**src/sv/cmap_pkg.sv**
```systemverilog
// Package for the intensity-to-RGB colormap: widths, segment codes,
// beat types between pipeline stages and the per-segment ramp coefficient tables.
// No dependencies.
`timescale 1ns / 1ps

package cmap_pkg;

   // Fixed-point format of the intensity and derived widths
   localparam int FRAC_BITS = 16;
   localparam int IN_W      = 18;
   localparam int CH_W      = 8;
   localparam int XW        = FRAC_BITS + 1;                      // clamped x, 0..ONE
   localparam int CLW       = (FRAC_BITS + 1 > 17) ? FRAC_BITS + 1 : 17;
   localparam int CW        = FRAC_BITS + 5;                      // 20*x fits here
   localparam int UW        = FRAC_BITS + 2;                      // ramp offset, below 3*ONE
   localparam int MULT_W    = 9;
   localparam int PW        = FRAC_BITS + MULT_W;                 // product, below 512*ONE
   localparam int SEG_W     = 3;

   localparam longint unsigned ONE_L = 64'd1 << FRAC_BITS;

   // Segment codes, lowest intensity first
   localparam logic [SEG_W-1:0] SEG_DARK   = 3'd0;   // below 0.1
   localparam logic [SEG_W-1:0] SEG_BLUE   = 3'd1;   // 0.1 .. 0.3
   localparam logic [SEG_W-1:0] SEG_CYAN   = 3'd2;   // 0.3 .. 0.5
   localparam logic [SEG_W-1:0] SEG_GREEN  = 3'd3;   // 0.5 .. 0.7
   localparam logic [SEG_W-1:0] SEG_YELLOW = 3'd4;   // 0.7 .. 0.85
   localparam logic [SEG_W-1:0] SEG_ORANGE = 3'd5;   // 0.85 .. 0.95
   localparam logic [SEG_W-1:0] SEG_HOT    = 3'd6;   // 0.95 and above

   // Divisor applied to the product: ONE, 2*ONE or 3*ONE
   localparam logic [1:0] DIV_ONE   = 2'd0;
   localparam logic [1:0] DIV_TWO   = 2'd1;
   localparam logic [1:0] DIV_THREE = 2'd2;

   // One channel's ramp: base +/- (mult * u / divisor); a falling ramp rounds up
   typedef struct packed {
      logic [CH_W-1:0]   base;
      logic              neg;
      logic [MULT_W-1:0] mult;
      logic [1:0]        div;
   } coef_type;

   typedef struct packed {
      logic [XW-1:0] x;
   } x_beat_type;

   typedef struct packed {
      logic [SEG_W-1:0] seg;
      logic [UW-1:0]    u;
   } seg_beat_type;

   typedef struct packed {
      logic [SEG_W-1:0] seg;
      logic [PW-1:0]    p_red;
      logic [PW-1:0]    p_green;
      logic [PW-1:0]    p_blue;
   } prod_beat_type;

   typedef struct packed {
      logic [CH_W-1:0] red;
      logic [CH_W-1:0] green;
      logic [CH_W-1:0] blue;
   } rgb_beat_type;

   function automatic coef_type coef_red(input logic [SEG_W-1:0] seg);
      coef_type c;
      unique case (seg)
         SEG_DARK:   c = '{8'd0,   1'b0, 9'd0,  DIV_ONE};
         SEG_BLUE:   c = '{8'd0,   1'b0, 9'd0,  DIV_ONE};
         SEG_CYAN:   c = '{8'd0,   1'b0, 9'd40, DIV_ONE};
         SEG_GREEN:  c = '{8'd80,  1'b0, 9'd40, DIV_ONE};
         SEG_YELLOW: c = '{8'd160, 1'b0, 9'd95, DIV_THREE};
         SEG_ORANGE: c = '{8'd255, 1'b0, 9'd0,  DIV_ONE};
         SEG_HOT:    c = '{8'd255, 1'b0, 9'd0,  DIV_ONE};
         default:    c = '{8'd0,   1'b0, 9'd0,  DIV_ONE};
      endcase
      return c;
   endfunction

   function automatic coef_type coef_green(input logic [SEG_W-1:0] seg);
      coef_type c;
      unique case (seg)
         SEG_DARK:   c = '{8'd0,   1'b0, 9'd200, DIV_ONE};
         SEG_BLUE:   c = '{8'd20,  1'b0, 9'd30,  DIV_ONE};
         SEG_CYAN:   c = '{8'd80,  1'b0, 9'd40,  DIV_ONE};
         SEG_GREEN:  c = '{8'd160, 1'b0, 9'd95,  DIV_TWO};
         SEG_YELLOW: c = '{8'd255, 1'b0, 9'd0,   DIV_ONE};
         SEG_ORANGE: c = '{8'd255, 1'b1, 9'd64,  DIV_ONE};
         SEG_HOT:    c = '{8'd0,   1'b0, 9'd0,   DIV_ONE};
         default:    c = '{8'd0,   1'b0, 9'd0,   DIV_ONE};
      endcase
      return c;
   endfunction

   function automatic coef_type coef_blue(input logic [SEG_W-1:0] seg);
      coef_type c;
      unique case (seg)
         SEG_DARK:   c = '{8'd0,   1'b0, 9'd300, DIV_ONE};
         SEG_BLUE:   c = '{8'd30,  1'b0, 9'd75,  DIV_ONE};
         SEG_CYAN:   c = '{8'd180, 1'b0, 9'd75,  DIV_TWO};
         SEG_GREEN:  c = '{8'd255, 1'b1, 9'd100, DIV_ONE};
         SEG_YELLOW: c = '{8'd55,  1'b1, 9'd55,  DIV_THREE};
         SEG_ORANGE: c = '{8'd0,   1'b0, 9'd0,   DIV_ONE};
         SEG_HOT:    c = '{8'd0,   1'b0, 9'd100, DIV_ONE};
         default:    c = '{8'd0,   1'b0, 9'd0,   DIV_ONE};
      endcase
      return c;
   endfunction

endpackage

```
**src/sv/cmap_clamp.sv**
```systemverilog
// First pipeline stage of the colormap: clamps the signed intensity to 0..ONE.
// Depends on cmap_pkg.
`timescale 1ns / 1ps

module cmap_clamp (
   input  logic                                clock,
   input  logic                                reset,
   input  logic                                in_valid,
   output logic                                in_ready,
   input  logic signed [cmap_pkg::IN_W-1:0]    in_intensity,
   output logic                                out_valid,
   input  logic                                out_ready,
   output cmap_pkg::x_beat_type                out_beat
);
   import cmap_pkg::*;

   localparam logic [CLW-1:0] ONE_C = CLW'(ONE_L);

   logic             valid_ff;
   logic             valid_in;
   x_beat_type       beat_ff;
   x_beat_type       beat_in;
   logic [CLW-1:0]   pos_ext;
   logic [CLW-1:0]   x_sel;

   // Negative reads as zero, above one saturates at one
   always_comb begin
      pos_ext = CLW'(in_intensity[IN_W-2:0]);
      if (in_intensity[IN_W-1]) begin
         x_sel = '0;
      end else if (pos_ext > ONE_C) begin
         x_sel = ONE_C;
      end else begin
         x_sel = pos_ext;
      end
      beat_in.x = x_sel[XW-1:0];
   end

   // Advance when this stage is empty or its beat moves on
   assign in_ready = !valid_ff || out_ready;
   assign valid_in = in_ready ? in_valid : valid_ff;

   always_ff @(posedge clock) begin
      if (reset) begin
         valid_ff <= 1'b0;
      end else begin
         valid_ff <= valid_in;
      end
   end

   always_ff @(posedge clock) begin
      if (in_valid && in_ready) begin
         beat_ff <= beat_in;
      end
   end

   assign out_valid = valid_ff;
   assign out_beat  = beat_ff;

endmodule

```
**src/sv/cmap_segment.sv**
```systemverilog
// Second pipeline stage of the colormap: finds the segment by exact multiples
// of ONE and forms the ramp offset u. Depends on cmap_pkg.
`timescale 1ns / 1ps

module cmap_segment (
   input  logic                   clock,
   input  logic                   reset,
   input  logic                   in_valid,
   output logic                   in_ready,
   input  cmap_pkg::x_beat_type   in_beat,
   output logic                   out_valid,
   input  logic                   out_ready,
   output cmap_pkg::seg_beat_type out_beat
);
   import cmap_pkg::*;

   localparam logic [CW-1:0] K1  = CW'(ONE_L);
   localparam logic [CW-1:0] K3  = CW'(ONE_L * 3);
   localparam logic [CW-1:0] K5  = CW'(ONE_L * 5);
   localparam logic [CW-1:0] K7  = CW'(ONE_L * 7);
   localparam logic [CW-1:0] K14 = CW'(ONE_L * 14);
   localparam logic [CW-1:0] K17 = CW'(ONE_L * 17);
   localparam logic [CW-1:0] K19 = CW'(ONE_L * 19);

   logic          valid_ff;
   logic          valid_in;
   seg_beat_type  beat_ff;
   seg_beat_type  beat_in;
   logic [CW-1:0] x10;
   logic [CW-1:0] x20;
   logic [CW-1:0] diff;

   // Compare 10x and 20x against the breakpoints; a hit goes to the higher segment
   always_comb begin
      x10 = CW'(in_beat.x) * CW'(10);
      x20 = CW'(in_beat.x) * CW'(20);
      if (x10 < K1) begin
         beat_in.seg = SEG_DARK;
         diff        = CW'(in_beat.x);
      end else if (x10 < K3) begin
         beat_in.seg = SEG_BLUE;
         diff        = x10 - K1;
      end else if (x10 < K5) begin
         beat_in.seg = SEG_CYAN;
         diff        = x10 - K3;
      end else if (x10 < K7) begin
         beat_in.seg = SEG_GREEN;
         diff        = x10 - K5;
      end else if (x20 < K17) begin
         beat_in.seg = SEG_YELLOW;
         diff        = x20 - K14;
      end else if (x20 < K19) begin
         beat_in.seg = SEG_ORANGE;
         diff        = x20 - K17;
      end else begin
         beat_in.seg = SEG_HOT;
         diff        = x20 - K19;
      end
      beat_in.u = diff[UW-1:0];
   end

   assign in_ready = !valid_ff || out_ready;
   assign valid_in = in_ready ? in_valid : valid_ff;

   always_ff @(posedge clock) begin
      if (reset) begin
         valid_ff <= 1'b0;
      end else begin
         valid_ff <= valid_in;
      end
   end

   always_ff @(posedge clock) begin
      if (in_valid && in_ready) begin
         beat_ff <= beat_in;
      end
   end

   assign out_valid = valid_ff;
   assign out_beat  = beat_ff;

endmodule

```
**src/sv/cmap_ramp.sv**
```systemverilog
// Third pipeline stage of the colormap: multiplies the ramp offset by each
// channel's slope constant. Depends on cmap_pkg.
`timescale 1ns / 1ps

module cmap_ramp (
   input  logic                    clock,
   input  logic                    reset,
   input  logic                    in_valid,
   output logic                    in_ready,
   input  cmap_pkg::seg_beat_type  in_beat,
   output logic                    out_valid,
   input  logic                    out_ready,
   output cmap_pkg::prod_beat_type out_beat
);
   import cmap_pkg::*;

   localparam int FW = UW + MULT_W;

   logic          valid_ff;
   logic          valid_in;
   prod_beat_type beat_ff;
   prod_beat_type beat_in;
   coef_type      c_red;
   coef_type      c_green;
   coef_type      c_blue;
   logic [FW-1:0] full_red;
   logic [FW-1:0] full_green;
   logic [FW-1:0] full_blue;

   // Slope times offset; every product stays below 512*ONE
   always_comb begin
      c_red      = coef_red(in_beat.seg);
      c_green    = coef_green(in_beat.seg);
      c_blue     = coef_blue(in_beat.seg);
      full_red   = FW'(in_beat.u) * FW'(c_red.mult);
      full_green = FW'(in_beat.u) * FW'(c_green.mult);
      full_blue  = FW'(in_beat.u) * FW'(c_blue.mult);
      beat_in.seg     = in_beat.seg;
      beat_in.p_red   = full_red[PW-1:0];
      beat_in.p_green = full_green[PW-1:0];
      beat_in.p_blue  = full_blue[PW-1:0];
   end

   assign in_ready = !valid_ff || out_ready;
   assign valid_in = in_ready ? in_valid : valid_ff;

   always_ff @(posedge clock) begin
      if (reset) begin
         valid_ff <= 1'b0;
      end else begin
         valid_ff <= valid_in;
      end
   end

   always_ff @(posedge clock) begin
      if (in_valid && in_ready) begin
         beat_ff <= beat_in;
      end
   end

   assign out_valid = valid_ff;
   assign out_beat  = beat_ff;

endmodule

```
**src/sv/cmap_scale.sv**
```systemverilog
// Last pipeline stage of the colormap: scales each product down by its divisor,
// adds or subtracts it from the base colour and holds the result beat.
// Depends on cmap_pkg.
`timescale 1ns / 1ps

module cmap_scale (
   input  logic                    clock,
   input  logic                    reset,
   input  logic                    in_valid,
   output logic                    in_ready,
   input  cmap_pkg::prod_beat_type in_beat,
   output logic                    out_valid,
   input  logic                    out_ready,
   output cmap_pkg::rgb_beat_type  out_beat
);
   import cmap_pkg::*;

   // Divide by ONE or 2*ONE by shifting; by 3*ONE shift first, then divide the
   // small quotient by three with a reciprocal (exact below 512)
   function automatic logic [CH_W-1:0] scale_chan(input logic [PW-1:0] p,
                                                  input coef_type c);
      logic [9:0]  c1;
      logic [9:0]  c2;
      logic [9:0]  t3;
      logic [17:0] prod3;
      logic [8:0]  q;
      logic [8:0]  res;
      c1 = {1'b0, p[PW-1:FRAC_BITS]} + {9'd0, c.neg & (|p[FRAC_BITS-1:0])};
      c2 = {2'b0, p[PW-1:FRAC_BITS+1]} + {9'd0, c.neg & (|p[FRAC_BITS:0])};
      t3 = c.neg ? c1 + 10'd2 : c1;
      prod3 = {8'd0, t3} * 18'd171;
      case (c.div)
         DIV_ONE:   q = c1[8:0];
         DIV_TWO:   q = c2[8:0];
         DIV_THREE: q = prod3[17:9];
         default:   q = '0;
      endcase
      res = c.neg ? {1'b0, c.base} - q : {1'b0, c.base} + q;
      return res[CH_W-1:0];
   endfunction

   logic         valid_ff;
   logic         valid_in;
   rgb_beat_type beat_ff;
   rgb_beat_type beat_in;

   always_comb begin
      beat_in.red   = scale_chan(in_beat.p_red,   coef_red(in_beat.seg));
      beat_in.green = scale_chan(in_beat.p_green, coef_green(in_beat.seg));
      beat_in.blue  = scale_chan(in_beat.p_blue,  coef_blue(in_beat.seg));
   end

   // Hold the result until the consumer takes it
   assign in_ready = !valid_ff || out_ready;
   assign valid_in = in_ready ? in_valid : valid_ff;

   always_ff @(posedge clock) begin
      if (reset) begin
         valid_ff <= 1'b0;
      end else begin
         valid_ff <= valid_in;
      end
   end

   always_ff @(posedge clock) begin
      if (in_valid && in_ready) begin
         beat_ff <= beat_in;
      end
   end

   assign out_valid = valid_ff;
   assign out_beat  = beat_ff;

endmodule

```
**src/sv/intensity_to_rgb_colormap.sv**
```systemverilog
// Top level of the intensity-to-RGB waterfall colormap.
// Depends on cmap_pkg, cmap_clamp, cmap_segment, cmap_ramp and cmap_scale.
`timescale 1ns / 1ps

// The block takes one signed Q16 intensity per beat and returns one RGB colour
// per beat, one item every cycle while rsp_ready is high. The four register stages
// between an accepted intensity and its result on rsp_ are:
// clamp to 0..1, segment search with offset, constant slope multiply, then
// divide and base add into the output register. Each stage holds its beat
// while the next stage is full, so a stall on rsp_ready backs up through the
// pipeline without dropping or repeating a beat, and req_ready stays high
// whenever rsp_ready is high. Breakpoints are exact: a value right on one
// falls into the higher segment.
module intensity_to_rgb_colormap (
   input  logic                             clock,
   input  logic                             reset,
   input  logic                             req_valid,
   output logic                             req_ready,
   input  logic signed [cmap_pkg::IN_W-1:0] req_intensity,
   output logic                             rsp_valid,
   input  logic                             rsp_ready,
   output logic [cmap_pkg::CH_W-1:0]        rsp_red,
   output logic [cmap_pkg::CH_W-1:0]        rsp_green,
   output logic [cmap_pkg::CH_W-1:0]        rsp_blue
);
   import cmap_pkg::*;

   logic          s1_valid;
   logic          s1_ready;
   x_beat_type    s1_beat;
   logic          s2_valid;
   logic          s2_ready;
   seg_beat_type  s2_beat;
   logic          s3_valid;
   logic          s3_ready;
   prod_beat_type s3_beat;
   rgb_beat_type  s4_beat;

   cmap_clamp u_clamp (
      .clock        (clock),
      .reset        (reset),
      .in_valid     (req_valid),
      .in_ready     (req_ready),
      .in_intensity (req_intensity),
      .out_valid    (s1_valid),
      .out_ready    (s1_ready),
      .out_beat     (s1_beat)
   );

   cmap_segment u_segment (
      .clock     (clock),
      .reset     (reset),
      .in_valid  (s1_valid),
      .in_ready  (s1_ready),
      .in_beat   (s1_beat),
      .out_valid (s2_valid),
      .out_ready (s2_ready),
      .out_beat  (s2_beat)
   );

   cmap_ramp u_ramp (
      .clock     (clock),
      .reset     (reset),
      .in_valid  (s2_valid),
      .in_ready  (s2_ready),
      .in_beat   (s2_beat),
      .out_valid (s3_valid),
      .out_ready (s3_ready),
      .out_beat  (s3_beat)
   );

   cmap_scale u_scale (
      .clock     (clock),
      .reset     (reset),
      .in_valid  (s3_valid),
      .in_ready  (s3_ready),
      .in_beat   (s3_beat),
      .out_valid (rsp_valid),
      .out_ready (rsp_ready),
      .out_beat  (s4_beat)
   );

   assign rsp_red   = s4_beat.red;
   assign rsp_green = s4_beat.green;
   assign rsp_blue  = s4_beat.blue;

endmodule

```
**config.mk**
```make
export PLATFORM = sky130hd
export DESIGN_NAME = intensity_to_rgb_colormap
export DESIGN_NICKNAME = d
export VERILOG_FILES = /design/src/sv/cmap_pkg.sv /design/src/sv/cmap_clamp.sv /design/src/sv/cmap_segment.sv /design/src/sv/cmap_ramp.sv /design/src/sv/cmap_scale.sv /design/src/sv/intensity_to_rgb_colormap.sv
export SDC_FILE = /design/constraint.sdc
export NUM_CORES = 1
export LEC_CHECK = 0
export BUFFER_PORTS_ARGS = -buffer_cell sky130_fd_sc_hd__buf_4
export CAP_MARGIN = 20
export CORE_AREA = 2 2 214 216
export DETAILED_ROUTE_END_ITERATION = 8
export DIE_AREA = 0 0 216 218
export SLEW_MARGIN = 20
export SYNTH_ARGS = -nofsm -noshare
export SYNTH_HDL_FRONTEND = slang
export SYNTH_SLANG_ARGS = --single-unit
```
**constraint.sdc**
```tcl
create_clock -name clock -period 9.55 [get_ports clock]
set_input_delay 1.4325 -clock clock [delete_from_list [all_inputs] [get_ports clock]]
set_output_delay 1.4325 -clock clock [all_outputs]
set_load 0.005 [all_outputs]
```
; ---- After elaboration in Yosys (flattened, before gate mapping)
; Cells that the tools add are included.
[word_totals]
ff_bits = 144
input_bits = 22
word_cells = 133
[classes]
add_sub_neg = 21
mul = 8
n_lt_le_gt_ge = 7
eq_ne = 18
n_mux = 27
bitwise_logic = 6
reduce_logical = 28
[ops]
columns = op, count
row1 = case mux 20 bit (6 select lines), 2
row2 = 2-to-1 mux 18 bit, 5
row3 = case mux 20 bit (4 select lines), 1
row4 = case mux 8 bit (3 select lines), 3
row5 = case mux 11 bit (6 select lines), 1
row6 = case mux 10 bit (6 select lines), 1
row7 = "subtractor 18 x 17 -> 18 bit, second input constant", 3
row8 = "subtractor 18 bit, second input constant", 3
row9 = "multiplier 10 x 8 -> 17 bit, second input constant", 3
row10 = OR reduction 17 bit, 3
row11 = OR reduction 16 bit, 3
row12 = "< comparator 21 x 19 -> 1 bit, second input constant", 2
row13 = "< comparator 21 bit, second input constant", 2
row14 = case mux 9 bit (4 select lines), 1
row15 = 2-to-1 mux 17 bit, 2
row16 = "adder 10 x 2 -> 10 bit, second input constant", 3
row17 = adder 9 x 1 -> 10 bit, 3
row18 = 2-to-1 mux 10 bit, 3
row19 = multiplier 18 x 7 -> 25 bit, 1
row20 = multiplier 18 x 8 -> 25 bit, 1
row21 = multiplier 18 x 9 -> 25 bit, 1
row22 = adder 8 x 1 -> 8 bit, 3
row23 = adder 8 bit, 3
row24 = 2-to-1 mux 8 bit, 3
row25 = other kinds (21), 59

; ---- Depth between registers and ports, before layout
[depth]
ltp_word = 11
ltp_mapped = 42

; ---- By module
; A second synthesis with hierarchy kept.
[hier_totals]
hier_cells = 2500
hier_area_um2 = 23647.7
[modules_own_cells]
columns = mod, instances, cells_per_inst, area_each_um2, seq_area_each_um2
row1 = cmap_ramp, 1, 1502, 14447.6, 2362.3
row2 = cmap_scale, 1, 726, 6175.9, 740.7
row3 = cmap_segment, 1, 224, 2234.6, 650.6
row4 = cmap_clamp, 1, 48, 789.5, 530.5

; ---- Worst setup path after synthesis
; No wires, ideal clock.
[synth_timing]
kind = register to register
startpoint = register u_ramp.beat_ff, in the netlist u_ramp.out_beat[76]
endpoint = register u_scale.beat_ff, in the netlist u_scale.out_beat[7], data pin
setup_time_ns = 0.260
arrival_ns = 8.386
slack_ns = 0.904
path_stages_with_launch = 43
n_path_buf = 3
path_cell_list = edfxtp_1 buf_2 nand2b_1 clkbuf_1 inv_1 nand2_1 buf_1 nand2_1 inv_1 nor2b_1 ha_1 ha_1 o21a_4 nor4b_4 and2_1 xor2_1 ha_1 inv_1 [... 7 more ...] nor2b_4 nor2_1 xor2_1 a222oi_1 ha_1 o21a_1 inv_1 ha_1 nor2b_1 o21ai_0 nand2b_1 a21o_1 a21o_1 a21o_1 a21oi_1 xnor2_1 xnor2_1 xnor2_1
[synth_lines]
columns = element, line
row1 = start: declaration, cmap_ramp.sv:21  ; prod_beat_type beat_ff;
row2 = start signal: assignment, cmap_ramp.sv:57  ; beat_ff <= beat_in;
row3 = end signal: assignment, cmap_scale.sv:67  ; beat_ff <= beat_in;
row4 = end: declaration, cmap_scale.sv:44  ; rgb_beat_type beat_ff;

==> flow_metrics.tcl <==
set metrics [dict create \
    rsz0062_at_grt "false" \
    min_path_type "register to register" \
    post_cts_buffers 0 \
    viasPerCell 5.27 \
    ios 48 \
    grt_first_pass_wirelength_mm 78.6 \
    drc 0 \
    holdPathStages 2 \
    ys_types 89 \
    cp_data_required_time_ps 9790 \
    dieArea_mm2 0.0471 \
    ff2ff_setup_slack_ps 730 \
    io_buffer_count 47 \
    core_area_mm2 0.0449 \
    clock_sinks 128 \
    arrival_ps 9060 \
    start_kind "register" \
    netlist_instances 2186 \
    hold_viol_final 0 \
    cap_viol_max_count 0 \
    holdPathEnd "u_ramp.out_valid" \
    synth_top_area_share_pct 28.0 \
    regToRegStartpoint "u_ramp.out_beat[77]" \
    cts_max_level 4 \
    cts_buffers 17 \
    nets 2844 \
    start_util_pct 48.2 \
    grt_overflow_total 0 \
    routed_wirelength_mm 46.3 \
    reg2reg_to "u_scale.out_beat[7]" \
    fmax_mhz 113 \
    seq_area_frac_synth_pct 17.6 \
    ys.flop_type "edfxtp_1" \
    netlist_area_mm2 0.0216 \
    yosys.area.top_type "fa_1" \
    vias 15000 \
    finalCriticalPeriod_ps 8820 \
    ctsResizeCount 0 \
    tightestPinTransition_ps 1060 \
    slew_headroom_pct 29.4 \
    final_layout_size_suffix_gt1_share_pct 6.88 \
    status "completed" \
    slowest_stage "edfxtp_1" \
    finalSetupViolCount 0 \
    clk_pin_slew_ps 60 \
    timing.hold.worst.start "u_segment.out_valid" \
    area_delta_synth_final_pct 7.60 \
    postSynthAreaPerCell_um2 9.90 \
    antenna_found_initial 1 \
    clk_path_buf_depth 2 \
    synth.area.top_cells "fa_1 (28%), edfxtp_1 (17%), ha_1 (17%)" \
    cp-end-kind "register" \
    cpMostUsedCell "ha_1" \
    synth_warnings 0 \
    postRouteAntennaNets 0 \
    hpwl_mm 39.6 \
    gr-usage-all-layers_pct 21.1 \
    critical_path_class "register to register" \
    cpPeakStageDelay_ps 560 \
    critPathMaxFanout 11 \
    clk_latency_ps 480 \
    grt_max_degree 63 \
    cts_hold_buffers 0 \
    globalplace.congestion 0.890 \
    chipWidth_um 216 \
    yosys_register_bits 128 \
    fin_crit_sh_pct 92.4 \
    synth_edf_count 124 \
    die_h_um 218 \
    finalSetupTns_ps 0 \
    drtIter0Drc 778 \
    cts_tree "done" \
    finClkSkew_ps 7.41 \
    wl_per_cell_um 16.3 \
    ys_async_sr_fraction_pct 0 \
    worstRegToRegCells 39 \
    syn_nets 2805 \
    drv_slew 0 \
    rows 78 \
    root_buffer "clkbuf_16" \
    grt_pass1_vias 15800 \
    dr.pass1.iters 7 \
]
==> critical path: cells and delay by family (launching register included) <==
family                   cells  cell delay (ps)
flip-flops                   1              560
XOR/XNOR                     5              800
AND/OR/NAND/NOR             12             1870
buffers and inverters        5              540
adder cells (fa/ha/maj)      8             2690
AO/OA/AOI/OAI                9             2090
==> cells in the mapped netlist, types with 12 or more instances <==
library cell,instances
a21o_1,27
a21oi_1,82
and2_1,118
and3_1,36
clkbuf_1,33
edfxtp_1,124
fa_1,303
ha_1,294
inv_1,361
mux2i_1,22
nand2_1,125
nand2b_1,28
nand3_1,28
nor2_1,141
nor2b_1,26
nor3_1,30
nor4_1,14
o21a_1,13
o21ai_0,45
o21ai_1,15
o21bai_1,12
or2_2,19
xnor2_1,96
xor2_1,51
==> worst max path at each step <==
stage,slack (ps),cells past startpoint,start,end
global placement,730,39,u_ramp.out_beat[77],u_scale.out_beat[7]
CTS,410,39,u_ramp.out_beat[77],u_scale.out_beat[7]
finish,730,39,u_ramp.out_beat[77],u_scale.out_beat[7]
floorplan,900,42,u_ramp.out_beat[76],u_scale.out_beat[7]
global route,70,39,u_ramp.out_beat[77],u_scale.out_beat[7]
detailed placement,430,39,u_ramp.out_beat[77],u_scale.out_beat[7]
==> area by class of cell <==
cell class,instances,area [um^2]
timing repair buffer,62,465
sequential,128,3800
tap,600,751
clock buffer,17,425
inverter,366,1380
fill,4173,21600
antenna,1,2.50
clock inverter,15,146
multi-input combinational,1650,16300
==> per-layer routing <==
| metal | vias to the layer above | GRT usage, % | wire length, um |
|---|---|---|---|
| met3 | 69 | 3.31 | 1660 |
| met4 | 0 | 9.06 | 1630 |
| met2 | 299 | 35.3 | 22100 |
| li1 | 7308 | - | - |
| met1 | 7282 | 27.4 | 20900 |
| met5 | - | 0 | 0 |
==> cell usage in the layout, fill, tap and decap left out, types with 28 or more instances in the layout <==
cell and instances:
xor2_1 50, edfxtp_1 124, nand3_1 28, nor3_1 30
buf_4 62, o21ai_0 45, fa_1 303, nor2_1 141
and2_1 118, nand2b_1 28, xnor2_1 95, nand2_1 125
inv_1 360, ha_1 294, and3_1 36, a21oi_1 81
==> per-stage QoR <==
step                      utilization [%]  instances  hold WS, ps  cell area [um^2]  setup WS (ps)
after CTS                            51.8       2838          499             23300            408
after global placement               50.5       2806          475             22700            734
after floorplan                         -       2186          444             21600            904
final                                51.9       2839          488             23300            728
after detailed placement             50.5       2806          482             22700            430
after global routing                 51.8       2838          530             23300           73.1
==> flip-flops by register name, summed over array words and instances, names as in the netlist <==
name / flops
u_clamp.out_valid: 1
u_clamp.out_beat: 17
u_scale.out_valid: 1
u_segment.out_beat: 21
u_ramp.out_beat: 62
u_scale.out_beat: 24
u_ramp.out_valid: 1
u_segment.out_valid: 1
==> logic make-up (layout without fill, tap and decap cells) <==
kind of cell / count (synthesis) / after routing / synth area share (%)
mux: 23 / 23 / 1.07
flops: 128 / 128 / 17.6
buf+inv: 408 / 460 / 7.20
other cells: 0 / 1 / 0
compound gates: 276 / 276 / 8.56
simple gates: 606 / 606 / 14.5
xor+xnor: 148 / 148 / 6.03
fa+ha+maj: 597 / 597 / 45.0
Power is left out: the tool's default activity adds up to more than one toggle a clock period on the data nets, which glitch-free logic cannot reach.
